===== src/hdl/ps2_mouse_cursor_tracker_core_macros.svh =====
// ----------------------------------------------------------------------------
// PS/2 mouse cursor tracker assertion macros
// Short forms for the concurrent checks of the tracker core.
// ----------------------------------------------------------------------------
`ifndef PS2_MOUSE_CURSOR_TRACKER_CORE_MACROS_SVH
`define PS2_MOUSE_CURSOR_TRACKER_CORE_MACROS_SVH

// Same-cycle implication, checked out of reset.
`define PS2MCT_ASSERT(label, ante, cons, msg) \
  label: assert property (@(posedge clk_i) disable iff (!rst_ni) (ante) |-> (cons)) \
    else $error(msg);

// Next-cycle implication, checked out of reset.
`define PS2MCT_ASSERT_NXT(label, ante, cons, msg) \
  label: assert property (@(posedge clk_i) disable iff (!rst_ni) (ante) |=> (cons)) \
    else $error(msg);

`endif


===== src/hdl/ps2mct_pkg.sv =====
// ----------------------------------------------------------------------------
// PS/2 mouse cursor tracker package
// Shared widths, reset values, register indexes and bundle types.
// ----------------------------------------------------------------------------
`timescale 1ns / 1ps

package ps2mct_pkg;

  localparam int unsigned COORD_BITS_DEF = 13;

  localparam int unsigned BYTE_W     = 8;
  localparam int unsigned SENS_W     = 10;
  localparam int unsigned SCREEN_W   = 13;
  localparam int unsigned SPRITE_W   = 8;
  localparam int unsigned CFG_IDX_W  = 3;
  localparam int unsigned CFG_DATA_W = 13;
  localparam int unsigned FLAG_W     = 5;

  localparam int unsigned SENS_RST  = 100;
  localparam int unsigned SCR_W_RST = 1024;
  localparam int unsigned SCR_H_RST = 768;
  localparam int unsigned SPR_RST   = 0;
  localparam int          CURSOR_RST_X = 512;
  localparam int          CURSOR_RST_Y = 384;

  // Delta scaling: byte * sensitivity, then divide by 100 via reciprocal.
  // Magnitude stays below 2^17, and 2^17 * 84 < 2^24 keeps the quotient exact.
  localparam int unsigned PROD_W    = 19;
  localparam int unsigned MAG_W     = 17;
  localparam int unsigned RECIP_W   = 18;
  localparam int unsigned DIV_SHIFT = 24;
  localparam int unsigned QUO_W     = 11;
  localparam int unsigned DELTA_W   = 12;
  localparam logic [RECIP_W-1:0] DIV_RECIP = 18'd167773;

  // Status byte bit positions.
  localparam int unsigned BIT_LEFT   = 0;
  localparam int unsigned BIT_RIGHT  = 1;
  localparam int unsigned BIT_MIDDLE = 2;
  localparam int unsigned BIT_OVF_X  = 6;
  localparam int unsigned BIT_OVF_Y  = 7;

  typedef enum logic [CFG_IDX_W-1:0] {
    CFG_SENS  = 3'd0,
    CFG_SCR_W = 3'd1,
    CFG_SCR_H = 3'd2,
    CFG_SPR_W = 3'd3,
    CFG_SPR_H = 3'd4
  } cfg_idx_e;

  typedef enum logic [1:0] {
    PH_STATUS = 2'd0,
    PH_DX     = 2'd1,
    PH_DY     = 2'd2
  } phase_e;

  typedef struct packed {
    logic [SENS_W-1:0]   sens;
    logic [SCREEN_W-1:0] scr_w;
    logic [SCREEN_W-1:0] scr_h;
    logic [SPRITE_W-1:0] spr_w;
    logic [SPRITE_W-1:0] spr_h;
  } cfg_t;

  typedef struct packed {
    logic [BYTE_W-1:0] status;
    logic [BYTE_W-1:0] dx;
    logic [BYTE_W-1:0] dy;
  } pkt_t;

  typedef struct packed {
    logic [BYTE_W-1:0]         status;
    logic signed [DELTA_W-1:0] dx;
    logic signed [DELTA_W-1:0] dy;
  } dlt_t;

endpackage


===== src/hdl/ps2mct_cfg.sv =====
// ----------------------------------------------------------------------------
// PS/2 mouse cursor tracker configuration registers
// Write-only register file for sensitivity, screen and cursor sizes.
// ----------------------------------------------------------------------------
`timescale 1ns / 1ps

module ps2mct_cfg (
  input  logic                             clk_i,
  input  logic                             rst_ni,
  input  logic                             cfg_we_i,
  input  logic [ps2mct_pkg::CFG_IDX_W-1:0]  cfg_idx_i,
  input  logic [ps2mct_pkg::CFG_DATA_W-1:0] cfg_data_i,
  output ps2mct_pkg::cfg_t                 cfg_o
);
  import ps2mct_pkg::*;

  cfg_t cfg_q;

  always_ff @(posedge clk_i or negedge rst_ni) begin
    if (!rst_ni) begin
      cfg_q.sens  <= SENS_W'(SENS_RST);
      cfg_q.scr_w <= SCREEN_W'(SCR_W_RST);
      cfg_q.scr_h <= SCREEN_W'(SCR_H_RST);
      cfg_q.spr_w <= SPRITE_W'(SPR_RST);
      cfg_q.spr_h <= SPRITE_W'(SPR_RST);
    end else if (cfg_we_i) begin
      unique case (cfg_idx_e'(cfg_idx_i))
        CFG_SENS:  cfg_q.sens  <= cfg_data_i[SENS_W-1:0];
        CFG_SCR_W: cfg_q.scr_w <= cfg_data_i[SCREEN_W-1:0];
        CFG_SCR_H: cfg_q.scr_h <= cfg_data_i[SCREEN_W-1:0];
        CFG_SPR_W: cfg_q.spr_w <= cfg_data_i[SPRITE_W-1:0];
        CFG_SPR_H: cfg_q.spr_h <= cfg_data_i[SPRITE_W-1:0];
        default: ; // unmapped index: drop the write
      endcase
    end
  end

  assign cfg_o = cfg_q;

endmodule


===== src/hdl/ps2mct_pkt_asm.sv =====
// ----------------------------------------------------------------------------
// PS/2 mouse cursor tracker packet assembler
// Groups incoming bytes into status / X / Y packets.
// ----------------------------------------------------------------------------
`timescale 1ns / 1ps

module ps2mct_pkt_asm (
  input  logic                         clk_i,
  input  logic                         rst_ni,
  input  logic                         byte_valid_i,
  output logic                         byte_ready_o,
  input  logic [ps2mct_pkg::BYTE_W-1:0] byte_i,
  output logic                         pkt_valid_o,
  input  logic                         pkt_ready_i,
  output ps2mct_pkg::pkt_t             pkt_o
);
  import ps2mct_pkg::*;

  phase_e            phase_q, phase_d;
  logic [BYTE_W-1:0] status_q;
  logic [BYTE_W-1:0] dx_q;
  logic              pkt_valid_q, pkt_valid_d;
  pkt_t              pkt_q;
  logic              accept;
  logic              take_status, take_dx, emit;

  assign byte_ready_o = !pkt_valid_q || pkt_ready_i;
  assign accept       = byte_valid_i && byte_ready_o;

  // Next phase.
  always_comb begin
    phase_d = phase_q;
    if (accept) begin
      unique case (phase_q)
        PH_STATUS: phase_d = PH_DX;
        PH_DX:     phase_d = PH_DY;
        default:   phase_d = PH_STATUS;
      endcase
    end
  end

  // Phase decode; the unreachable fourth code acts as the Y byte.
  always_comb begin
    take_status = 1'b0;
    take_dx     = 1'b0;
    emit        = 1'b0;
    unique case (phase_q)
      PH_STATUS: take_status = accept;
      PH_DX:     take_dx     = accept;
      default:   emit        = accept;
    endcase
  end

  always_comb begin
    pkt_valid_d = pkt_valid_q;
    if (emit) begin
      pkt_valid_d = 1'b1;
    end else if (pkt_ready_i) begin
      pkt_valid_d = 1'b0;
    end
  end

  always_ff @(posedge clk_i or negedge rst_ni) begin
    if (!rst_ni) begin
      phase_q     <= PH_STATUS;
      pkt_valid_q <= 1'b0;
    end else begin
      phase_q     <= phase_d;
      pkt_valid_q <= pkt_valid_d;
    end
  end

  always_ff @(posedge clk_i) begin
    if (take_status) begin
      status_q <= byte_i;
    end
    if (take_dx) begin
      dx_q <= byte_i;
    end
    if (emit) begin
      pkt_q.status <= status_q;
      pkt_q.dx     <= dx_q;
      pkt_q.dy     <= byte_i;
    end
  end

  assign pkt_valid_o = pkt_valid_q;
  assign pkt_o       = pkt_q;

endmodule


===== src/hdl/ps2mct_scale.sv =====
// ----------------------------------------------------------------------------
// PS/2 mouse cursor tracker delta scaler
// Two-stage scale of both deltas: multiply by sensitivity, divide by 100.
// ----------------------------------------------------------------------------
`timescale 1ns / 1ps

module ps2mct_scale (
  input  logic                         clk_i,
  input  logic                         rst_ni,
  input  logic [ps2mct_pkg::SENS_W-1:0] sens_i,
  input  logic                         pkt_valid_i,
  output logic                         pkt_ready_o,
  input  ps2mct_pkg::pkt_t             pkt_i,
  output logic                         dlt_valid_o,
  input  logic                         dlt_ready_i,
  output ps2mct_pkg::dlt_t             dlt_o
);
  import ps2mct_pkg::*;

  localparam int unsigned LANES  = 2;
  localparam int unsigned FULL_W = MAG_W + RECIP_W;

  logic              a_valid_q, b_valid_q;
  logic              a_ready, b_ready;
  logic [BYTE_W-1:0] a_status_q;
  logic              a_neg_q [LANES];
  logic [MAG_W-1:0]  a_mag_q [LANES];
  dlt_t              b_q;

  logic [BYTE_W-1:0]        lane_byte [LANES];
  logic signed [PROD_W-1:0] sens_ext;
  logic signed [PROD_W-1:0] byte_ext  [LANES];
  logic signed [PROD_W-1:0] prod      [LANES];
  logic [PROD_W-1:0]        prod_abs  [LANES];
  logic [FULL_W-1:0]        recip_mul [LANES];
  logic [DELTA_W-1:0]       quo_ext   [LANES];
  logic [DELTA_W-1:0]       delta     [LANES];

  assign b_ready     = !b_valid_q || dlt_ready_i;
  assign a_ready     = !a_valid_q || b_ready;
  assign pkt_ready_o = a_ready;

  assign lane_byte[0] = pkt_i.dx;
  assign lane_byte[1] = pkt_i.dy;
  assign sens_ext     = signed'(PROD_W'(sens_i));

  for (genvar l = 0; l < LANES; l++) begin : g_lane
    assign byte_ext[l]  = PROD_W'(signed'(lane_byte[l]));
    assign prod[l]      = byte_ext[l] * sens_ext;
    assign prod_abs[l]  = prod[l][PROD_W-1] ? PROD_W'(-prod[l]) : PROD_W'(prod[l]);
    // Reciprocal multiply, keep the integer part of mag / 100.
    assign recip_mul[l] = FULL_W'(a_mag_q[l]) * FULL_W'(DIV_RECIP);
    assign quo_ext[l]   = DELTA_W'(recip_mul[l][DIV_SHIFT +: QUO_W]);
    assign delta[l]     = a_neg_q[l] ? (DELTA_W'(0) - quo_ext[l]) : quo_ext[l];
  end

  always_ff @(posedge clk_i or negedge rst_ni) begin
    if (!rst_ni) begin
      a_valid_q <= 1'b0;
      b_valid_q <= 1'b0;
    end else begin
      if (a_ready) begin
        a_valid_q <= pkt_valid_i;
      end
      if (b_ready) begin
        b_valid_q <= a_valid_q;
      end
    end
  end

  always_ff @(posedge clk_i) begin
    if (a_ready && pkt_valid_i) begin
      a_status_q <= pkt_i.status;
      for (int l = 0; l < LANES; l++) begin
        a_neg_q[l] <= prod[l][PROD_W-1];
        a_mag_q[l] <= prod_abs[l][MAG_W-1:0];
      end
    end
    if (b_ready && a_valid_q) begin
      b_q.status <= a_status_q;
      b_q.dx     <= signed'(delta[0]);
      b_q.dy     <= signed'(delta[1]);
    end
  end

  assign dlt_valid_o = b_valid_q;
  assign dlt_o       = b_q;

endmodule


===== src/hdl/ps2mct_track.sv =====
// ----------------------------------------------------------------------------
// PS/2 mouse cursor tracker position update
// Applies scaled deltas, clamps to the screen and holds the result.
// ----------------------------------------------------------------------------
`timescale 1ns / 1ps

module ps2mct_track #(
  parameter int unsigned COORD_BITS = ps2mct_pkg::COORD_BITS_DEF
) (
  input  logic                          clk_i,
  input  logic                          rst_ni,
  input  ps2mct_pkg::cfg_t              cfg_i,
  input  logic                          dlt_valid_i,
  output logic                          dlt_ready_o,
  input  ps2mct_pkg::dlt_t              dlt_i,
  output logic                          out_valid_o,
  input  logic                          out_ready_i,
  output logic signed [COORD_BITS-1:0]  pos_x_o,
  output logic signed [COORD_BITS-1:0]  pos_y_o,
  output logic [ps2mct_pkg::FLAG_W-1:0] flags_o
);
  import ps2mct_pkg::*;

  localparam int unsigned CALC_W = ((COORD_BITS > 14) ? COORD_BITS : 14) + 1;
  localparam int COORD_MAX_I = (2 ** (COORD_BITS - 1)) - 1;
  localparam int RST_X_I = (CURSOR_RST_X > COORD_MAX_I) ? COORD_MAX_I : CURSOR_RST_X;
  localparam int RST_Y_I = (CURSOR_RST_Y > COORD_MAX_I) ? COORD_MAX_I : CURSOR_RST_Y;
  localparam logic signed [CALC_W-1:0]     COORD_MAX_C = CALC_W'(COORD_MAX_I);
  localparam logic signed [COORD_BITS-1:0] RST_X = COORD_BITS'(RST_X_I);
  localparam logic signed [COORD_BITS-1:0] RST_Y = COORD_BITS'(RST_Y_I);

  logic signed [COORD_BITS-1:0] cur_x_q, cur_y_q, cur_x_d, cur_y_d;
  logic signed [COORD_BITS-1:0] out_x_q, out_y_q;
  logic [FLAG_W-1:0]            flags_q, flags_d;
  logic                         out_valid_q;
  logic                         load;
  logic signed [CALC_W-1:0]     lim_x, lim_y, upper_x, upper_y;
  logic signed [CALC_W-1:0]     sum_x, sum_y, pos_x, pos_y;

  function automatic logic signed [CALC_W-1:0] clamp(
    input logic signed [CALC_W-1:0] v,
    input logic signed [CALC_W-1:0] upper
  );
    logic signed [CALC_W-1:0] lo;
    lo = (v < 0) ? CALC_W'(0) : v;
    return (lo > upper) ? upper : lo;
  endfunction

  assign dlt_ready_o = !out_valid_q || out_ready_i;
  assign load        = dlt_valid_i && dlt_ready_o;

  // Upper bound: screen minus (sprite + 1), capped to the coordinate range.
  assign lim_x   = CALC_W'(cfg_i.scr_w) - CALC_W'(cfg_i.spr_w) - CALC_W'(1);
  assign lim_y   = CALC_W'(cfg_i.scr_h) - CALC_W'(cfg_i.spr_h) - CALC_W'(1);
  assign upper_x = (lim_x > COORD_MAX_C) ? COORD_MAX_C : lim_x;
  assign upper_y = (lim_y > COORD_MAX_C) ? COORD_MAX_C : lim_y;

  assign sum_x = CALC_W'(cur_x_q) + CALC_W'(dlt_i.dx);
  assign sum_y = CALC_W'(cur_y_q) - CALC_W'(dlt_i.dy);
  assign pos_x = clamp(sum_x, upper_x);
  assign pos_y = clamp(sum_y, upper_y);

  assign cur_x_d = pos_x[COORD_BITS-1:0];
  assign cur_y_d = pos_y[COORD_BITS-1:0];
  assign flags_d = {dlt_i.status[BIT_OVF_Y], dlt_i.status[BIT_OVF_X],
                    dlt_i.status[BIT_MIDDLE], dlt_i.status[BIT_RIGHT],
                    dlt_i.status[BIT_LEFT]};

  always_ff @(posedge clk_i or negedge rst_ni) begin
    if (!rst_ni) begin
      cur_x_q     <= RST_X;
      cur_y_q     <= RST_Y;
      out_valid_q <= 1'b0;
    end else begin
      if (load) begin
        cur_x_q     <= cur_x_d;
        cur_y_q     <= cur_y_d;
        out_valid_q <= 1'b1;
      end else if (out_ready_i) begin
        out_valid_q <= 1'b0;
      end
    end
  end

  always_ff @(posedge clk_i) begin
    if (load) begin
      out_x_q <= cur_x_d;
      out_y_q <= cur_y_d;
      flags_q <= flags_d;
    end
  end

  assign out_valid_o = out_valid_q;
  assign pos_x_o     = out_x_q;
  assign pos_y_o     = out_y_q;
  assign flags_o     = flags_q;

endmodule


===== src/hdl/ps2_mouse_cursor_tracker_core.sv =====
// ----------------------------------------------------------------------------
// PS/2 mouse cursor tracker core
// Takes one mouse byte per request on the input stream and groups bytes
// into three-byte packets: status, X delta, Y delta. Each delta is scaled by
// sensitivity_percent / 100 (truncated toward zero); X is added to and Y
// subtracted from the cursor, and each coordinate is clamped to zero and then
// to screen size minus (cursor size + 1), so a screen no larger than the cursor
// drives the coordinate negative. One result request leaves per packet,
// carrying both coordinates, the three buttons and the two overflow flags.
// The block takes a byte every cycle while the pipeline is not backed up; a
// packet's result passes through the assembler register, which loads on the
// edge that takes its Y byte, then the product, quotient and position
// registers. Input ready drops only once a stalled output has backed the
// pipeline up to the assembler. The cursor resets to 512, 384.
// Configuration registers: 0 sensitivity, 1 screen width, 2 screen height,
// 3 cursor width, 4 cursor height; other indexes are ignored. Write them only
// while no packet is in flight.
// ----------------------------------------------------------------------------
`timescale 1ns / 1ps
`include "ps2_mouse_cursor_tracker_core_macros.svh"

module ps2_mouse_cursor_tracker_core #(
  parameter int unsigned COORD_BITS = ps2mct_pkg::COORD_BITS_DEF,
  localparam int unsigned TDATA_W = ((2 * COORD_BITS + ps2mct_pkg::FLAG_W + 7) / 8) * 8
) (
  input  logic                             clk_i,
  input  logic                             rst_ni,
  // input stream: data_byte
  input  logic                             s_axis_tvalid,
  output logic                             s_axis_tready,
  input  logic [ps2mct_pkg::BYTE_W-1:0]     s_axis_tdata,
  // output stream, from bit 0 up: pos_x, pos_y, button_left, button_right,
  // button_middle, overflow_x, overflow_y, zero padding
  output logic                             m_axis_tvalid,
  input  logic                             m_axis_tready,
  output logic [TDATA_W-1:0]               m_axis_tdata,
  // configuration write port
  input  logic                             cfg_we_i,
  input  logic [ps2mct_pkg::CFG_IDX_W-1:0]  cfg_idx_i,
  input  logic [ps2mct_pkg::CFG_DATA_W-1:0] cfg_data_i
);
  import ps2mct_pkg::*;

  cfg_t                         cfg;
  pkt_t                         pkt;
  dlt_t                         dlt;
  logic                         pkt_valid, pkt_ready;
  logic                         dlt_valid, dlt_ready;
  logic signed [COORD_BITS-1:0] out_pos_x, out_pos_y;
  logic [FLAG_W-1:0]            out_flags;

  // Hold the register file.
  ps2mct_cfg u_cfg (
    .clk_i      (clk_i),
    .rst_ni     (rst_ni),
    .cfg_we_i   (cfg_we_i),
    .cfg_idx_i  (cfg_idx_i),
    .cfg_data_i (cfg_data_i),
    .cfg_o      (cfg)
  );

  // Count bytes into packets; only the Y byte advances a packet downstream.
  ps2mct_pkt_asm u_pkt_asm (
    .clk_i        (clk_i),
    .rst_ni       (rst_ni),
    .byte_valid_i (s_axis_tvalid),
    .byte_ready_o (s_axis_tready),
    .byte_i       (s_axis_tdata),
    .pkt_valid_o  (pkt_valid),
    .pkt_ready_i  (pkt_ready),
    .pkt_o        (pkt)
  );

  // Scale both deltas: product stage, then reciprocal divide stage.
  ps2mct_scale u_scale (
    .clk_i       (clk_i),
    .rst_ni      (rst_ni),
    .sens_i      (cfg.sens),
    .pkt_valid_i (pkt_valid),
    .pkt_ready_o (pkt_ready),
    .pkt_i       (pkt),
    .dlt_valid_o (dlt_valid),
    .dlt_ready_i (dlt_ready),
    .dlt_o       (dlt)
  );

  // Advance the cursor, clamp, and hold the result for the output stream.
  ps2mct_track #(
    .COORD_BITS (COORD_BITS)
  ) u_track (
    .clk_i       (clk_i),
    .rst_ni      (rst_ni),
    .cfg_i       (cfg),
    .dlt_valid_i (dlt_valid),
    .dlt_ready_o (dlt_ready),
    .dlt_i       (dlt),
    .out_valid_o (m_axis_tvalid),
    .out_ready_i (m_axis_tready),
    .pos_x_o     (out_pos_x),
    .pos_y_o     (out_pos_y),
    .flags_o     (out_flags)
  );

  // Pack the result, pos_x in the lowest bits.
  assign m_axis_tdata = TDATA_W'({out_flags, out_pos_y, out_pos_x});

  // A negative coordinate is only legal when the cursor is at least as wide (or tall) as the screen.
  `PS2MCT_ASSERT(a_pos_x_floor, m_axis_tvalid, !out_pos_x[COORD_BITS-1] || (cfg.scr_w <= 13'(cfg.spr_w)), "pos_x negative on a screen wider than the cursor")
  `PS2MCT_ASSERT(a_pos_y_floor, m_axis_tvalid, !out_pos_y[COORD_BITS-1] || (cfg.scr_h <= 13'(cfg.spr_h)), "pos_y negative on a screen taller than the cursor")
  // A result only follows a scaled packet; nothing may bypass the pipeline.
  `PS2MCT_ASSERT_NXT(a_no_early_result, !m_axis_tvalid && !dlt_valid, !m_axis_tvalid, "result appeared without a scaled packet")

endmodule


===== config.mk =====
export PLATFORM = sky130hd
export DESIGN_NAME = ps2_mouse_cursor_tracker_core
export DESIGN_NICKNAME = d
export VERILOG_FILES = /design/src/hdl/ps2mct_pkg.sv /design/src/hdl/ps2mct_cfg.sv /design/src/hdl/ps2mct_pkt_asm.sv /design/src/hdl/ps2mct_scale.sv /design/src/hdl/ps2mct_track.sv /design/src/hdl/ps2_mouse_cursor_tracker_core.sv
export VERILOG_INCLUDE_DIRS = /design/src /design/src/hdl
export SDC_FILE = /design/constraint.sdc
export NUM_CORES = 1
export LEC_CHECK = 0
export ABC_CLOCK_PERIOD_IN_PS = 13070
export BUFFER_PORTS_ARGS = -buffer_cell sky130_fd_sc_hd__buf_2
export CORE_ASPECT_RATIO = 2
export CORE_MARGIN = 2
export CORE_UTILIZATION = 50
export CTS_BUF_LIST = sky130_fd_sc_hd__clkbuf_4 sky130_fd_sc_hd__clkbuf_8 sky130_fd_sc_hd__clkbuf_16
export CTS_CLUSTER_DIAMETER = 40
export DETAILED_ROUTE_END_ITERATION = 8
export HOLD_SLACK_MARGIN = 0.05
export PLACE_DENSITY = 0.71
export SLEW_MARGIN = 20
export SYNTH_ARGS = -nofsm -noshare
export SYNTH_HDL_FRONTEND = slang
export SYNTH_SLANG_ARGS = --single-unit

===== constraint.sdc =====
create_clock -name clk_i -period 13.07 [get_ports clk_i]
set_input_delay 1.307 -clock clk_i [delete_from_list [all_inputs] [get_ports clk_i]]
set_output_delay 1.307 -clock clk_i [all_outputs]
set_load 0.02 [all_outputs]

Word-level counts from Yosys, hierarchy flattened
Memory sizes are Yosys's and may differ from the RTL's. Index checks and enable logic that the tools add are counted. Widths: inputs -> output; s select.

Word-level logic and storage cells: 95. Bits in writable memories: 36. Output and inout bits: 34. Input port bits: 29. Latch bits: 0. Bits in read-only memories: 0. Flip-flop bits (word level): 195. Memories kept: 2.

Shift operators: 0. Reduce and logical (&&, ||, !) cells: 22. Multipliers: 4. Div/mod/pow operators: 0. Mux-type cells: 20. $lt $le $gt $ge: 6. Equality and inequality tests: 5. $add $sub $neg: 10. Bitwise gates (word level): 0.

Memory list: u_scale.a_mag_q (depth 2, width 17, rd ports 2, clocked after memory_dff 0, wr ports 2, RTL line ps2mct_scale.sv:27) `logic [MAG_W-1:0] a_mag_q [LANES];`; u_scale.a_neg_q (depth 2, width 1, rd ports 2, clocked after memory_dff 0, wr ports 2, RTL line ps2mct_scale.sv:26) `logic a_neg_q [LANES];`.

Operators by type and width (number): $mul 17x18->35 const B (2); $mux 15 (4); $mul 8x11->19 (2); $mux 17 (2); $neg 17->17 (2); $gt 15x13->1 const B (2); $gt 15x15->1 (2); $sub 15x1->15 const B (2); $lt 14x1->1 const B (2); $sub 13x8->14 (2); $mux 13 (2); $sub 1x11->12 const A (2); $mux 11 (2); $add 13x12->14 (1); $sub 13x12->14 (1); $reduce_and 2->1 (5); $mux 1 (9); $eq 3x2->1 const B (2); $logic_and 1x1->1 (4); $logic_not 1->1 (4); $logic_or 1x1->1 (4); $pmux 2 s2 (1); $reduce_bool 2->1 (2); $eq 3x1->1 const B (1); other kinds (5) (5).

Depth between registers and ports, before layout
Depth in word-level cells: 8. Gate-level depth with buffers: 29. Gate-level depth less buffers: 28.

Hierarchy
Synthesis repeated with hierarchy kept, for this count alone.

Cell total of the unflattened synthesis: 3003. Area total of the unflattened synthesis: 29848.6 sq um.

By module, submodules not included: ps2mct_scale (area each 20015.4 sq um, cells each 2071, times used 1); ps2mct_track (area each 6327.3 sq um, cells each 764, times used 1); ps2mct_cfg (area each 2133.3 sq um, cells each 113, times used 1); ps2mct_pkt_asm (area each 1361.3 sq um, cells each 53, times used 1); ps2_mouse_cursor_tracker_core (area each 11.3 sq um, cells each 2, times used 1).

Worst setup path after synthesis
OpenSTA, ideal clock, no wires.

Kind: flip-flop to flip-flop. From: memory u_scale.a_mag_q[0][6]. To: register u_scale.b_q (netlist bit u_scale.dlt_o[22]) (data pin). Path slack: 6.010 ns. Library setup time: 0.266 ns. Required time: 12.804 ns. Arrival: 6.794 ns. Cell stages (with the launch flop): 25. Period minus slack after synthesis: 7.060 ns. Buffers on the path: 1. Path through: edfxtp_1 > fa_1 > inv_1 > fa_1 > fa_1 > inv_1 > fa_1 > inv_1 > fa_1 > inv_1 > fa_1 > ha_1 > and4_1 > and3_1 > and3_1 > a31oi_1 > a21oi_1 > o2111a_1 > or3_1 > clkbuf_1 > or4_1 > o41ai_1 > mux2_2 > o31ai_1 > xnor2_1.

RTL lines: from (decl) (RTL line ps2mct_scale.sv:27); to (decl) (RTL line ps2mct_scale.sv:28) `dlt_t b_q;`.

==> flow_summary.yaml <==
cts:
  post_cts_resized: 0
  h-tree-depth: 1
  post_cts_buffers: 0
  cts_made_buffers: 28
  cts_tree: "done"
  cts.clk_slew.worst_paths_ns: 0.06
  root_buffer: "clkbuf_16"
  cts_hold_buffers: 0
  clock_latency_ns: 0.60
  clock-sinks: 219
  clk_path_buf_depth: 3
worst_setup_path:
  crit_top_cell: "fa_1"
  worstPathRequired_ns: 13.39
  r2r-end: "u_scale.dlt_o[22]"
  cp-end-kind: "register"
  crit_type: "reg2reg"
  critPathMaxStageDelay_ns: 0.68
  rrSetupSlack_ns: 5.51
  start_kind: "register"
  worst_r2r_path_depth: 21
  cp_slowest_cell: "fa_1"
  crit_family: "adder cells"
  regToRegStartpoint: "u_scale.a_mag_q[0][3]"
  critPathMaxFanout: 7
  path_buf_inv: 2
  worstPathCellList: "fa_1 -> inv_1 -> fa_1 -> fa_1 -> fa_1 -> fa_1 -> fa_1 -> inv_1 -> ha_1 -> and3_1 -> o211ai_1 -> o211ai_1 -> a31oi_1 -> a21oi_1 -> o2111a_1 -> or3_1 -> or4_1 -> o41ai_1 -> mux2_2 -> o31ai_1 -> xnor2_1"
  arrival_ns: 7.88
cells_and_area:
  fin_nets: 3732
  fillers: 5175
  regArea_sq_um: 6170
  drive_gt1_share_pct: 8.18
  multi_input_area_sq_um: 20200
  synthToLayoutAreaGrowth_pct: 7.25
  num_antenna_cells: 0
floorplanning:
  core_area_sq_um: 57100
  dieHeight_microns: 343
  rows: 124
  ios: 63
  die_width_microns: 174
  die_area_sq_um: 59700
  start_util_pct: 50.5
yosys:
  syn_nets: 3684
  ys_seq_area_share_pct: 21.4
  synth_most_common_cell: "inv_1"
  synthTopCellsByArea: "fa_1 22%, ha_1 19%, edfxtp_1 14%, inv_1 7.6%, dfrtp_1 6.5%"
  synth_edf_count: 135
  syn_area_per_cell_sq_um: 9.97
  syn_area_sq_um: 28800
  synth_cell_types: 101
  synth_warnings: 0
  synth_ff_type: "edfxtp_1"
  synth_top_area_share_pct: 22.2
  netlist_instances: 2889
  async_flop_share_pct: 38.4
  yosysTopAreaCell: "fa_1"
  synthTopCellsByCount: "587 x inv_1, 446 x ha_1, 320 x fa_1"
  synth.ff_latch_count: 219
timing:
  drv_slew: 0
  slew_headroom_pct: 32.5
  period_needed_ns: 7.56
  rsz0062_at_grt: "no"
  worst_pin_slew_ns: 1.01
  hold_viol_final: 0
  finalCritPeriodShare_pct: 57.9
  fin_hold_ws_ns: 0.419
  clock_skew_ns: 0.0333
  timing.setup.tns_ns: 0
  setup_viol: 0
  fmax_mhz: 132
  worst_slack_ns: 5.51
place:
  hpwl_microns: 63700
  place_ws_ns: 5.54
  portBuffers: 61
  finalWeightedCongestion: 0.980
global_routing:
  grt_pass1_wl_microns: 119000
  grt_max_degree: 70
  track_usage_pct: 25.5
  antenna_found_initial: 1
  grt_pass1_vias: 23359
  grt.overflow.total: 0
detailed_routing:
  drc: 0
  wl_per_cell_microns: 20.1
  drt-pass1-iter-count: 5
  wl_microns: 74800
  via_count: 20920
  first_iter_violations: 792
  via_per_inst: 5.63
  drtAntennaViolNets: 0
hold_path:
  worstHoldStart: "u_scale.a_status_q[2]"
  min_path_type: "reg2reg"
  hold_depth: 0
  hold_end: "u_scale.dlt_o[26]"
status:
  outcome: "finished, final reports clean"
flow_run:
  maxCapViolCount: 0
logic make-up (layout without fill, tap and decap cells):
group | Yosys count | count (layout) | synth area share [%]
compound gates | 382 | 382 | 9.31
fa+ha+maj | 766 | 766 | 41.6
other cells | 1 | 1 | 0.0130
simple gates | 653 | 653 | 11.7
mux | 76 | 76 | 2.91
buf+inv | 641 | 711 | 8.44
xor+xnor | 151 | 151 | 4.64
flops | 219 | 219 | 21.4
sequential cells by signal, summed over array words and instances (netlist names):
signal and count:
u_cfg.cfg_o 52, u_pkt_asm.dx_q 8, u_pkt_asm.phase_q 2, u_pkt_asm.pkt_o 21
u_pkt_asm.pkt_valid_o 1, u_pkt_asm.status_q 5, u_scale.a_mag_q 34, u_scale.a_neg_q 2
u_scale.a_status_q 5, u_scale.a_valid_q 1, u_scale.dlt_o 29, u_scale.dlt_valid_o 1
u_track.cur_x_q 13, u_track.cur_y_q 13, u_track.flags_o 5, u_track.out_valid_o 1
u_track.pos_x_o 13, u_track.pos_y_o 13
cells in the final DEF (no fill, tap or decap), types with 8 or more instances in the layout:
cell         n
edfxtp_1   135
nand2b_1    42
a21oi_1     79
a21o_1      38
nor2_1     116
mux2_2      58
o21bai_1    14
clkbuf_16   28
inv_1      587
xnor2_1    105
and3_1      14
or3_1       18
nand3_1     41
xor2_1      44
dfrtp_1     75
ha_1       446
o21ai_0     69
nand4_1     10
nor2b_1     21
fa_1       320
nand3b_1    11
dfstp_2      9
a31oi_1     24
nor3_1      38
nand2_1    179
and2_1     103
buf_4       11
nor3b_1      8
o2111ai_1    8
mux2i_1     17
o21ai_1     17
buf_2       60
o21a_1      16
o211ai_1    14
o31ai_1     11
final cells by class:
type / instances / area share [%]
Timing Repair Buffer: 71 / 1.24
Inverter: 588 / 7.14
Clock inverter: 20 / 0.802
Tap cell: 756 / 3.06
Multi-Input combinational cell: 2029 / 65.4
Clock buffer: 32 / 2.36
Sequential cell: 219 / 20.0
worst max path at each step:
| stage | start | end | cells after the start | slack, ns |
|---|---|---|---|---|
| 2_1_floorplan | u_scale.a_mag_q[0][6] | u_scale.dlt_o[22] | 24 | 6.01 |
| 3_3_place_gp | u_scale.a_mag_q[0][6] | u_scale.dlt_o[22] | 23 | 5.73 |
| 3_5_place_dp | u_scale.a_mag_q[0][6] | u_scale.dlt_o[22] | 23 | 5.54 |
| 4_1_cts | u_scale.a_mag_q[0][6] | u_scale.dlt_o[22] | 23 | 5.54 |
| 5_1_grt | u_scale.a_mag_q[0][3] | u_scale.dlt_o[22] | 21 | 5.15 |
| 6_report | u_scale.a_mag_q[0][3] | u_scale.dlt_o[22] | 21 | 5.51 |
layer usage:
metal / wire length, microns / up-vias / global-route usage [%] / share of wire [%]
li1: - / 9640 / - / -
met1: 23300 / 10429 / 22.6 / 31
met2: 42500 / 540 / 51.3 / 57
met3: 2380 / 309 / 2.51 / 3.2
met4: 6500 / 2 / 20.1 / 8.7
met5: 17 / - / 0 / 0.023
per-stage QoR:
stage          instances  util (%)  area [sq um]
6_report            3715      54.1         30900
5_1_grt             3715      54.1         30900
4_1_cts             3715      54.1         30900
3_5_place_dp        3663      52.4         29900
3_3_place_gp        3663      52.4         29900
2_1_floorplan       2889         -         28800
Power is not shown: default switching activity piles up to over one toggle a cycle in this logic, so the estimate is an artifact.
